==> config.mk <==
export PLATFORM = sky130hd
export DESIGN_NAME = voxel_face_quad_emitter
export DESIGN_NICKNAME = d
export VERILOG_FILES = /design/src/hdl/vfqe_pkg.sv /design/src/hdl/voxel_face_quad_emitter.sv
export SDC_FILE = /design/constraint.sdc
export NUM_CORES = 1
export LEC_CHECK = 0
export ABC_CLOCK_PERIOD_IN_PS = 5200
export BUFFER_PORTS_ARGS = -buffer_cell sky130_fd_sc_hd__buf_2
export CAP_MARGIN = 10
export CORE_MARGIN = 8
export CORE_UTILIZATION = 47
export DETAILED_ROUTE_END_ITERATION = 8
export PLACE_DENSITY = 0.75
export SETUP_SLACK_MARGIN = 0.3
export SLEW_MARGIN = 20
export SYNTH_ARGS = -nofsm -noshare
export SYNTH_HDL_FRONTEND = slang
export SYNTH_SLANG_ARGS = --single-unit
==> constraint.sdc <==
create_clock -name clk_i -period 5.2 [get_ports clk_i]
set_input_delay 1.04 -clock clk_i [delete_from_list [all_inputs] [get_ports clk_i]]
set_output_delay 1.04 -clock clk_i [all_outputs]
set_load 0.02 [all_outputs]
==> src/hdl/vfqe_pkg.sv <==
`timescale 1ns / 1ps
`default_nettype none

package vfqe_pkg;

  localparam int unsigned ATLAS_TILES_PER_ROW_DEF = 64;

  localparam int unsigned TILE_W     = 12;
  localparam int unsigned CFG_W      = 16;
  localparam int unsigned APB_DATA_W = 32;
  localparam int unsigned APB_ADDR_W = 3;

  // operation codes
  localparam logic OP_ADD   = 1'b0;
  localparam logic OP_CLEAR = 1'b1;

  // result kinds
  localparam logic KIND_VERTEX = 1'b0;
  localparam logic KIND_INDEX  = 1'b1;

  // register indexes (paddr[2])
  localparam logic REG_CHUNK_X = 1'b0;
  localparam logic REG_CHUNK_Z = 1'b1;

  // sides; codes at or above the count are invalid
  localparam logic [2:0] SIDE_POS_X = 3'd0;
  localparam logic [2:0] SIDE_NEG_X = 3'd1;
  localparam logic [2:0] SIDE_POS_Y = 3'd2;
  localparam logic [2:0] SIDE_NEG_Y = 3'd3;
  localparam logic [2:0] SIDE_POS_Z = 3'd4;
  localparam logic [2:0] SIDE_NEG_Z = 3'd5;
  localparam logic [2:0] SIDE_COUNT = 3'd6;

  localparam logic [6:0] TEX_MAX = 7'd127;

  typedef struct packed {
    logic dx;
    logic dy;
    logic dz;
    logic du;
    logic dv;
  } corner_t;

  // per side, per corner offsets
  function automatic corner_t corner_f(input logic [2:0] side, input logic [1:0] corner);
    corner_t c;
    c = '0;
    case (side)
      SIDE_POS_X: begin
        case (corner)
          2'd0:    c = 5'b00001;
          2'd1:    c = 5'b00111;
          2'd2:    c = 5'b01110;
          default: c = 5'b01000;
        endcase
      end
      SIDE_NEG_X: begin
        case (corner)
          2'd0:    c = 5'b10011;
          2'd1:    c = 5'b11010;
          2'd2:    c = 5'b11100;
          default: c = 5'b10101;
        endcase
      end
      SIDE_POS_Y: begin
        case (corner)
          2'd0:    c = 5'b00000;
          2'd1:    c = 5'b10001;
          2'd2:    c = 5'b10111;
          default: c = 5'b00110;
        endcase
      end
      SIDE_NEG_Y: begin
        case (corner)
          2'd0:    c = 5'b01000;
          2'd1:    c = 5'b01101;
          2'd2:    c = 5'b11111;
          default: c = 5'b11010;
        endcase
      end
      SIDE_POS_Z: begin
        case (corner)
          2'd0:    c = 5'b00011;
          2'd1:    c = 5'b01010;
          2'd2:    c = 5'b11000;
          default: c = 5'b10001;
        endcase
      end
      SIDE_NEG_Z: begin
        case (corner)
          2'd0:    c = 5'b00101;
          2'd1:    c = 5'b10111;
          2'd2:    c = 5'b11110;
          default: c = 5'b01100;
        endcase
      end
      default: c = '0;
    endcase
    return c;
  endfunction

  // corner used by each of the six index words
  function automatic logic [1:0] quad_order_f(input logic [2:0] k);
    logic [1:0] q;
    case (k)
      3'd0:    q = 2'd0;
      3'd1:    q = 2'd1;
      3'd2:    q = 2'd2;
      3'd3:    q = 2'd2;
      3'd4:    q = 2'd3;
      default: q = 2'd0;
    endcase
    return q;
  endfunction

endpackage

`default_nettype wire

==> src/hdl/voxel_face_quad_emitter.sv <==
// voxel face quad emitter: one cube face in, four vertex words then six index words out
// a taken face sets item_valid_q, then its first word is loaded into the output register
// throughput: one word per cycle while out_stall_i is low, set by the single output
//   register; an invalid side gives only the six index words, and a clear emits nothing
// reset: rst_ni clears the vertex counter, the chunk offsets and all valid flags
`timescale 1ns / 1ps
`default_nettype none

module voxel_face_quad_emitter #(
  parameter int unsigned ATLAS_TILES_PER_ROW = vfqe_pkg::ATLAS_TILES_PER_ROW_DEF
) (
  input  wire logic                                 clk_i,
  input  wire logic                                 rst_ni,

  // apb configuration port
  input  wire logic                                 psel,
  input  wire logic                                 penable,
  input  wire logic                                 pwrite,
  input  wire logic [vfqe_pkg::APB_ADDR_W-1:0]      paddr,
  input  wire logic [vfqe_pkg::APB_DATA_W-1:0]      pwdata,
  output logic      [vfqe_pkg::APB_DATA_W-1:0]      prdata,
  output logic                                      pready,

  // face input channel
  input  wire logic                                 in_valid_i,
  output logic                                      in_stall_o,
  input  wire logic                                 operation_i,
  input  wire logic signed [15:0]                   block_x_i,
  input  wire logic signed [15:0]                   block_y_i,
  input  wire logic signed [15:0]                   block_z_i,
  input  wire logic        [2:0]                    face_side_i,
  input  wire logic        [11:0]                   tile_index_i,

  // result channel
  output logic                                      out_valid_o,
  input  wire logic                                 out_stall_i,
  output logic                                      result_kind_o,
  output logic signed [17:0]                        pos_x_o,
  output logic signed [16:0]                        pos_y_o,
  output logic signed [17:0]                        pos_z_o,
  output logic        [6:0]                         tex_u_o,
  output logic        [6:0]                         tex_v_o,
  output logic signed [16:0]                        origin_x_o,
  output logic signed [15:0]                        origin_y_o,
  output logic signed [16:0]                        origin_z_o,
  output logic        [31:0]                        index_value_o,
  output logic                                      last_of_run_o
);

  localparam int unsigned TILE_W = vfqe_pkg::TILE_W;
  localparam int unsigned CFG_W  = vfqe_pkg::CFG_W;

  // tile div by a constant: multiply by a rounded-up reciprocal, exact for 12-bit tiles
  localparam int unsigned     DIV_SHIFT = TILE_W + $clog2(ATLAS_TILES_PER_ROW);
  localparam longint unsigned DIV_MULT  =
    ((64'd1 << DIV_SHIFT) + ATLAS_TILES_PER_ROW - 1) / ATLAS_TILES_PER_ROW;
  localparam int unsigned     MULT_W    = $clog2(DIV_MULT + 1);
  localparam int unsigned     PROD_W    = TILE_W + MULT_W;
  // remainder width: holds ATLAS_TILES_PER_ROW - 1
  localparam int unsigned     TU_W      = $clog2(ATLAS_TILES_PER_ROW);
  // atlas sum width before saturation
  localparam int unsigned     TEX_SUM_W = TILE_W + 1;

  // word slots within one face: four vertex words then six index words
  localparam logic [3:0] FIRST_INDEX_SLOT = 4'd4;
  localparam logic [3:0] LAST_SLOT        = 4'd9;
  localparam logic [3:0] FIRST_SLOT       = 4'd0;

  // ---------------------------------------------------------------------------
  // configuration registers
  // ---------------------------------------------------------------------------
  logic [CFG_W-1:0] chunk_x_q, chunk_x_d;
  logic [CFG_W-1:0] chunk_z_q, chunk_z_d;
  logic             cfg_write;

  assign pready    = 1'b1;
  assign cfg_write = psel && penable && pwrite && pready;

  // word aligned: the low address bits are not decoded
  always_comb begin
    chunk_x_d = chunk_x_q;
    chunk_z_d = chunk_z_q;
    if (cfg_write) begin
      unique case (paddr[2])
        vfqe_pkg::REG_CHUNK_X: chunk_x_d = pwdata[CFG_W-1:0];
        vfqe_pkg::REG_CHUNK_Z: chunk_z_d = pwdata[CFG_W-1:0];
        default: ;
      endcase
    end
  end

  always_comb begin
    unique case (paddr[2])
      vfqe_pkg::REG_CHUNK_X: prdata = {{(vfqe_pkg::APB_DATA_W-CFG_W){1'b0}}, chunk_x_q};
      vfqe_pkg::REG_CHUNK_Z: prdata = {{(vfqe_pkg::APB_DATA_W-CFG_W){1'b0}}, chunk_z_q};
      default:               prdata = '0;
    endcase
  end

  // ---------------------------------------------------------------------------
  // input stage: one face held while its words are emitted
  // ---------------------------------------------------------------------------
  logic        in_fire;
  logic        out_adv;
  logic        emit;
  logic        slot_last;
  logic        side_ok;

  logic        item_valid_q, item_valid_d;
  logic [3:0]  slot_q, slot_d;
  logic [31:0] vertex_count_q, vertex_count_d;

  // face payload, captured on acceptance
  logic [16:0]       ox_q, ox_d;
  logic [15:0]       by_q;
  logic [16:0]       oz_q, oz_d;
  logic [2:0]        side_q;
  logic [TILE_W-1:0] tile_q;
  logic [TILE_W-1:0] tv_q, tv_d;
  logic [31:0]       base_q;
  logic [PROD_W-1:0] div_prod;

  // output register frees up when empty or when its word is taken
  assign out_adv    = !out_valid_o || !out_stall_i;
  assign emit       = item_valid_q && out_adv;
  assign slot_last  = (slot_q == LAST_SLOT);
  // a new face may come in the cycle the last word of the previous one is loaded
  assign in_stall_o = item_valid_q && !(out_adv && slot_last);
  assign in_fire    = in_valid_i && !in_stall_o;
  assign side_ok    = (face_side_i < vfqe_pkg::SIDE_COUNT);

  assign ox_d     = {chunk_x_q[CFG_W-1], chunk_x_q} + {block_x_i[15], block_x_i};
  assign oz_d     = {chunk_z_q[CFG_W-1], chunk_z_q} + {block_z_i[15], block_z_i};
  assign div_prod = PROD_W'(tile_index_i) * PROD_W'(DIV_MULT);
  assign tv_d     = TILE_W'(div_prod >> DIV_SHIFT);

  // the counter moves at acceptance, so each face snapshots its own base
  always_comb begin
    vertex_count_d = vertex_count_q;
    item_valid_d   = item_valid_q;
    slot_d         = slot_q;
    if (emit) begin
      slot_d = slot_q + 4'd1;
      if (slot_last) begin
        item_valid_d = 1'b0;
      end
    end
    if (in_fire) begin
      if (operation_i == vfqe_pkg::OP_CLEAR) begin
        vertex_count_d = '0;
        item_valid_d   = 1'b0;
      end else begin
        item_valid_d = 1'b1;
        slot_d       = side_ok ? FIRST_SLOT : FIRST_INDEX_SLOT;
        if (side_ok) begin
          vertex_count_d = vertex_count_q + 32'd4;
        end
      end
    end
  end

  always_ff @(posedge clk_i or negedge rst_ni) begin
    if (!rst_ni) begin
      chunk_x_q      <= '0;
      chunk_z_q      <= '0;
      vertex_count_q <= '0;
      item_valid_q   <= 1'b0;
      slot_q         <= FIRST_SLOT;
    end else begin
      chunk_x_q      <= chunk_x_d;
      chunk_z_q      <= chunk_z_d;
      vertex_count_q <= vertex_count_d;
      item_valid_q   <= item_valid_d;
      slot_q         <= slot_d;
    end
  end

  always_ff @(posedge clk_i) begin
    if (in_fire) begin
      ox_q   <= ox_d;
      by_q   <= block_y_i;
      oz_q   <= oz_d;
      side_q <= face_side_i;
      tile_q <= tile_index_i;
      tv_q   <= tv_d;
      base_q <= vertex_count_q;
    end
  end

  // ---------------------------------------------------------------------------
  // word build for the current slot
  // ---------------------------------------------------------------------------
  logic                 is_vertex;
  vfqe_pkg::corner_t    corner;
  logic [2:0]           index_k;
  logic [1:0]           quad;
  logic [TILE_W-1:0]    tu_full;
  logic [TU_W-1:0]      tu;
  logic [TEX_SUM_W-1:0] tu_sum;
  logic [TEX_SUM_W-1:0] tv_sum;

  logic        kind_d;
  logic [17:0] pos_x_d;
  logic [16:0] pos_y_d;
  logic [17:0] pos_z_d;
  logic [6:0]  tex_u_d;
  logic [6:0]  tex_v_d;
  logic [16:0] origin_x_d;
  logic [15:0] origin_y_d;
  logic [16:0] origin_z_d;
  logic [31:0] index_d;
  logic        last_d;

  assign is_vertex = (slot_q < FIRST_INDEX_SLOT);
  assign corner    = vfqe_pkg::corner_f(side_q, slot_q[1:0]);
  assign index_k   = 3'(slot_q - FIRST_INDEX_SLOT);
  assign quad      = vfqe_pkg::quad_order_f(index_k);

  // remainder from the registered quotient, a constant multiply
  assign tu_full = tile_q - TILE_W'(tv_q * TILE_W'(ATLAS_TILES_PER_ROW));
  assign tu      = TU_W'(tu_full);
  assign tu_sum  = TEX_SUM_W'(tu) + TEX_SUM_W'(corner.du);
  assign tv_sum  = TEX_SUM_W'(tv_q) + TEX_SUM_W'(corner.dv);

  always_comb begin
    kind_d     = vfqe_pkg::KIND_INDEX;
    pos_x_d    = '0;
    pos_y_d    = '0;
    pos_z_d    = '0;
    tex_u_d    = '0;
    tex_v_d    = '0;
    origin_x_d = '0;
    origin_y_d = '0;
    origin_z_d = '0;
    index_d    = '0;
    last_d     = 1'b0;
    if (is_vertex) begin
      kind_d     = vfqe_pkg::KIND_VERTEX;
      pos_x_d    = {ox_q[16], ox_q} + {17'd0, corner.dx};
      pos_y_d    = {by_q[15], by_q} + {16'd0, corner.dy};
      pos_z_d    = {oz_q[16], oz_q} + {17'd0, corner.dz};
      // saturation matters for u with wide atlas rows and for v with narrow ones
      tex_u_d    = (tu_sum > TEX_SUM_W'(vfqe_pkg::TEX_MAX)) ? vfqe_pkg::TEX_MAX : tu_sum[6:0];
      tex_v_d    = (tv_sum > TEX_SUM_W'(vfqe_pkg::TEX_MAX)) ? vfqe_pkg::TEX_MAX : tv_sum[6:0];
      origin_x_d = ox_q;
      origin_y_d = by_q;
      origin_z_d = oz_q;
    end else begin
      index_d = base_q + {30'd0, quad};
      last_d  = slot_last;
    end
  end

  // ---------------------------------------------------------------------------
  // output register
  // ---------------------------------------------------------------------------
  logic out_valid_q, out_valid_d;

  assign out_valid_d = out_adv ? item_valid_q : out_valid_q;

  always_ff @(posedge clk_i or negedge rst_ni) begin
    if (!rst_ni) begin
      out_valid_q <= 1'b0;
    end else begin
      out_valid_q <= out_valid_d;
    end
  end

  always_ff @(posedge clk_i) begin
    if (emit) begin
      result_kind_o <= kind_d;
      pos_x_o       <= pos_x_d;
      pos_y_o       <= pos_y_d;
      pos_z_o       <= pos_z_d;
      tex_u_o       <= tex_u_d;
      tex_v_o       <= tex_v_d;
      origin_x_o    <= origin_x_d;
      origin_y_o    <= origin_y_d;
      origin_z_o    <= origin_z_d;
      index_value_o <= index_d;
      last_of_run_o <= last_d;
    end
  end

  assign out_valid_o = out_valid_q;

endmodule

`default_nettype wire

==> results.txt <==
* DRC violation count after routing: 0
- Die X: 191 um
* Congestion Overflow GR: 0
* Worst IR drop on VDD: 0.294 mV
- The biggest area contributor in the post-synthesis netlist is sky130_fd_sc_hd__edfxtp_1.
* Final Cycle Share: 63.8%
- HP Start: item_valid_q
* Fin nets: 1552
* Setup repair after global routing missed its margin: no
- Max-cap violations in this run came to 0.
- Synth top area cells: sky130_fd_sc_hd__edfxtp_1 (51%), sky130_fd_sc_hd__dfrtp_1 (12%), sky130_fd_sc_hd__ha_1 (4.2%)
- Required arrival time at the worst endpoint: 5430 ps
* Final worst path period need: 3320 ps
* TritonCTS sink count: 314
- Using the TritonRoute via totals, the vias-per-cell ratio works out to 5.36.
- Setup Buffers After CTS: 0
- Share of synthesized area occupied by flip-flops and latches: 62.9%
- The number of buffers and inverters on the critical path is 2.
- Of the total synthesized cell area, the portion taken by XOR and XNOR cells is 4.06%.
- The critical path goes through inv_1, ha_1, inv_1, o21ai_0, a21oi_1, o21ai_0, ha_1, nand2_1, nor3_1, and4_1, nand4_1, xor2_1, nor2_1.
- For this design the top-level I/O count stands at 292.
* End of the worst register-to-register path: pos_y_o[15]
- First-pass GRT wire length: 52800 um
* Clock-pin slew reported for the worst setup and hold paths after clock tree synthesis: 60 ps
- The synthesized netlist contains 68 unique library cells.
- The via count of the first global-routing pass was 9762.
* Final Wtd Congestion: 0.877
- Fraction of post-synthesis cell area in the top cell type by area: 51.1%
- The finished layout holds 1819 standard cells, fillers aside.
* Critical Path Fanout Max: 8
* Relative slew margins: 30.2%
- Measured on the finished design, the core utilization comes to 56.7%.
- Worst-case clock buffer depth: 3
- Number of pins exceeding their max-slew limit in the final report: 0
- Dpl hpwl: 24200 um
* Root buffer cell: sky130_fd_sc_hd__clkbuf_16
- TritonCTS built the clock tree.
- Share of cell area taken by muxes after synthesis: 3.80%
- The core region is 0.0304 mm2.
* Total power divided by cell area: 556 mW/mm2
- Count of TritonRoute iterations in the first routing pass: 5
* Total negative slack: 0 ps
- In this design, the largest share of critical-path delay is due to simple AND/OR/NAND/NOR gates.
- Once detail routing completed, the nets flagged for antenna violations numbered 0.
- Mean instance size in the synthesized netlist: 12.8 um2
* Status: complete, no violations
* Fill cell count: 2518
- Most instantiated cells after synthesis: sky130_fd_sc_hd__edfxtp_1 (246), sky130_fd_sc_hd__nor2_1 (98), sky130_fd_sc_hd__and2_1 (92)
* Crit path arrival time: 3550 ps
- Startpoint of the worst register-to-register path: slot_q[0]
- The multi-input combinational cells in the finished layout cover a total of 0.00504 mm2.
* Cells on worst reg2reg path: 13
- Counting flops and latches in the post-synthesis netlist gives 314.
- Number of H-tree levels: 2
- The die covers 0.0366 mm2.
* Crit path max-delay cell type: sky130_fd_sc_hd__dfrtp_1
- Post-CTS Hold Fix Bufs: 0
- Maximum operating frequency: 301 MHz
- The critical path in this run is classified as flip-flop to flip-flop.
- Setup crit end: pos_y_o[15]
- Across all register-to-register paths, the minimum setup slack is 1880 ps.
* Flip-flop cell with the highest count after synthesis: sky130_fd_sc_hd__edfxtp_1
- CP endpoint kind: flip-flop
- The largest single stage delay on the critical path is 440 ps.
- In this run the core area contains 64 standard-cell rows.
- Hold_ws: 482 ps
- Yosys mapped a number of flops with a built-in enable equal to 246.
- For this block, the routed nets add up to 33700 um of wire.
- Cell count after placement: 1753
- Synthesized-area fraction occupied by adder cells: 4.52%
- Post-synthesis instance area: 0.0144 mm2
* Worst setup path startpoint: slot_q[0]
- After technology mapping, the gate count stands at 1130.
- Vert. Die Dim: 191 um
* Final hold violation count: 0
- Buffers placed on the I/O ports in this run total 256.
* Compound-cell area share of the yosys netlist: 7.95%
* DR iter-0 viols: 617
- Async set or reset register ratio after synthesis: 21.7%
- Number of cells upsized or downsized after cts: 0
- Area share of and/or/nand/nor cells after synthesis: 14.1%
- Final setup fails: 0
- Of the cells placed in the final design, the portion with a size suffix greater than 1 is 27.1%.
* DR vias: 9743
- The repair_antennas step left the layout with diodes totalling 0.
- Across the whole layout, storage elements account for 0.00909 mm2.
- Antenna violations before repair: 3
* Pin count of the biggest net entering global routing: 81
- After synthesis, the largest family of logic cells by area is simple AND/OR/NAND/NOR gates.
- Levels on crit path: 13
- Yosys Warn Count: 0
- Clock skew on the completed layout was measured at 18.6 ps.
* Most common cell in the netlist: sky130_fd_sc_hd__edfxtp_1
* Clock latency reported for the late side of the worst-skew pair: 510 ps
* Leakage: 7.04 nW
- Global Route Usage Sum: 18.0%
* Starting utilization of the core area: 47.5%
* Layout Area Growth over Synthesis: 19.4%
* Total CTS buffers: 36
- Final routed wire length divided by cell count: 18.5 um
- Category of the worst setup path launch point: flip-flop
- The tightest min-delay check is of the flip-flop to flip-flop type.
- At the pin with the least slew margin, the transition time is 1050 ps.
## per-stage QoR
step | total power [mW] | cell area [um2] | setup slack, ps
detailed placement | 7.17 | 16100 | 1820
global route | 10.1 | 17300 | 1620
floorplan | 6.11 | 14500 | 1330
finish | 9.59 | 17300 | 1880
CTS | 9.71 | 17300 | 1790
global placement | 7.07 | 16100 | 1900
## cell families after synthesis
| kind of cell | after synthesis |
|---|---|
| xor gates and xnor gates | 67 |
| AOI/OAI and AO/OA | 190 |
| muxes | 49 |
| adders and majority gates | 51 |
| and+or+nand+nor | 380 |
| DFF | 314 |
| buffers and inverters | 77 |
| other | 2 |
## registers in the layout, summed over array words and instances, names as in the netlist, 16 cells and up
signal          count
origin_x_o         17
pos_y_o            17
ox_q               17
index_value_o      32
origin_y_o         16
vertex_count_q     30
oz_q               17
base_q             30
chunk_x_q          16
origin_z_o         17
by_q               16
pos_x_o            18
chunk_z_q          16
pos_z_o            18
## area by class of cell
cell class / count / share of cell area, %
clock buffers: 49 / 5.80
clock inverters: 17 / 1.04
inverters: 27 / 0.587
multi-input cells: 754 / 29.2
flip-flops and latches: 314 / 52.7
well taps: 396 / 2.87
repair buffers: 262 / 7.77
## metal layers
layer | track usage (%) | share of wire (%) | vias up | routed length (um)
met5 | 0 | 0.10 | - | 35
met4 | 4.74 | 2.0 | 6 | 689
met3 | 4.45 | 8.2 | 54 | 2760
met2 | 30.1 | 48 | 325 | 16200
met1 | 23.2 | 42 | 4707 | 14000
li1 | - | - | 4651 | -
## worst min path at each step
stage / endpoint / slack (ps) / cells past startpoint
6_report: out_valid_o / 480 / 1
5_1_grt: base_q[31] / 520 / 0
4_1_cts: out_valid_o / 480 / 1
3_5_place_dp: out_valid_o / 470 / 1
3_3_place_gp: out_valid_o / 460 / 1
2_1_floorplan: vertex_count_q[31] / 440 / 1
## cells in the final DEF, fill, tap and decap left out, types with 8 or more instances in the layout
cell and instances:
sky130_fd_sc_hd__buf_2 255, sky130_fd_sc_hd__edfxtp_1 246, sky130_fd_sc_hd__nor2_1 97, sky130_fd_sc_hd__and2_1 91, sky130_fd_sc_hd__dfrtp_1 68, sky130_fd_sc_hd__nand2_1 60
sky130_fd_sc_hd__o21ai_0 58, sky130_fd_sc_hd__ha_1 49, sky130_fd_sc_hd__mux2_2 47, sky130_fd_sc_hd__nand3_1 42, sky130_fd_sc_hd__xor2_1 40, sky130_fd_sc_hd__a21oi_1 38
sky130_fd_sc_hd__clkbuf_16 37, sky130_fd_sc_hd__xnor2_1 27, sky130_fd_sc_hd__inv_1 26, sky130_fd_sc_hd__nand4_1 20, sky130_fd_sc_hd__a31oi_1 18, sky130_fd_sc_hd__o21ai_1 17
sky130_fd_sc_hd__conb_1 17, sky130_fd_sc_hd__nor3_1 14, sky130_fd_sc_hd__and3_1 14, sky130_fd_sc_hd__a211oi_1 9, sky130_fd_sc_hd__clkbuf_1 9, sky130_fd_sc_hd__and4_1 8
## where the power goes
| part | internal, mW | total, mW | switching (mW) |
|---|---|---|---|
| sequential | 3.73 | 4.08 | 0.350 |
| clock | 1.51 | 2.51 | 0.996 |
| combinational | 1.01 | 3.01 | 2.00 |
No activity file was read; power rests on OpenSTA's default activity.
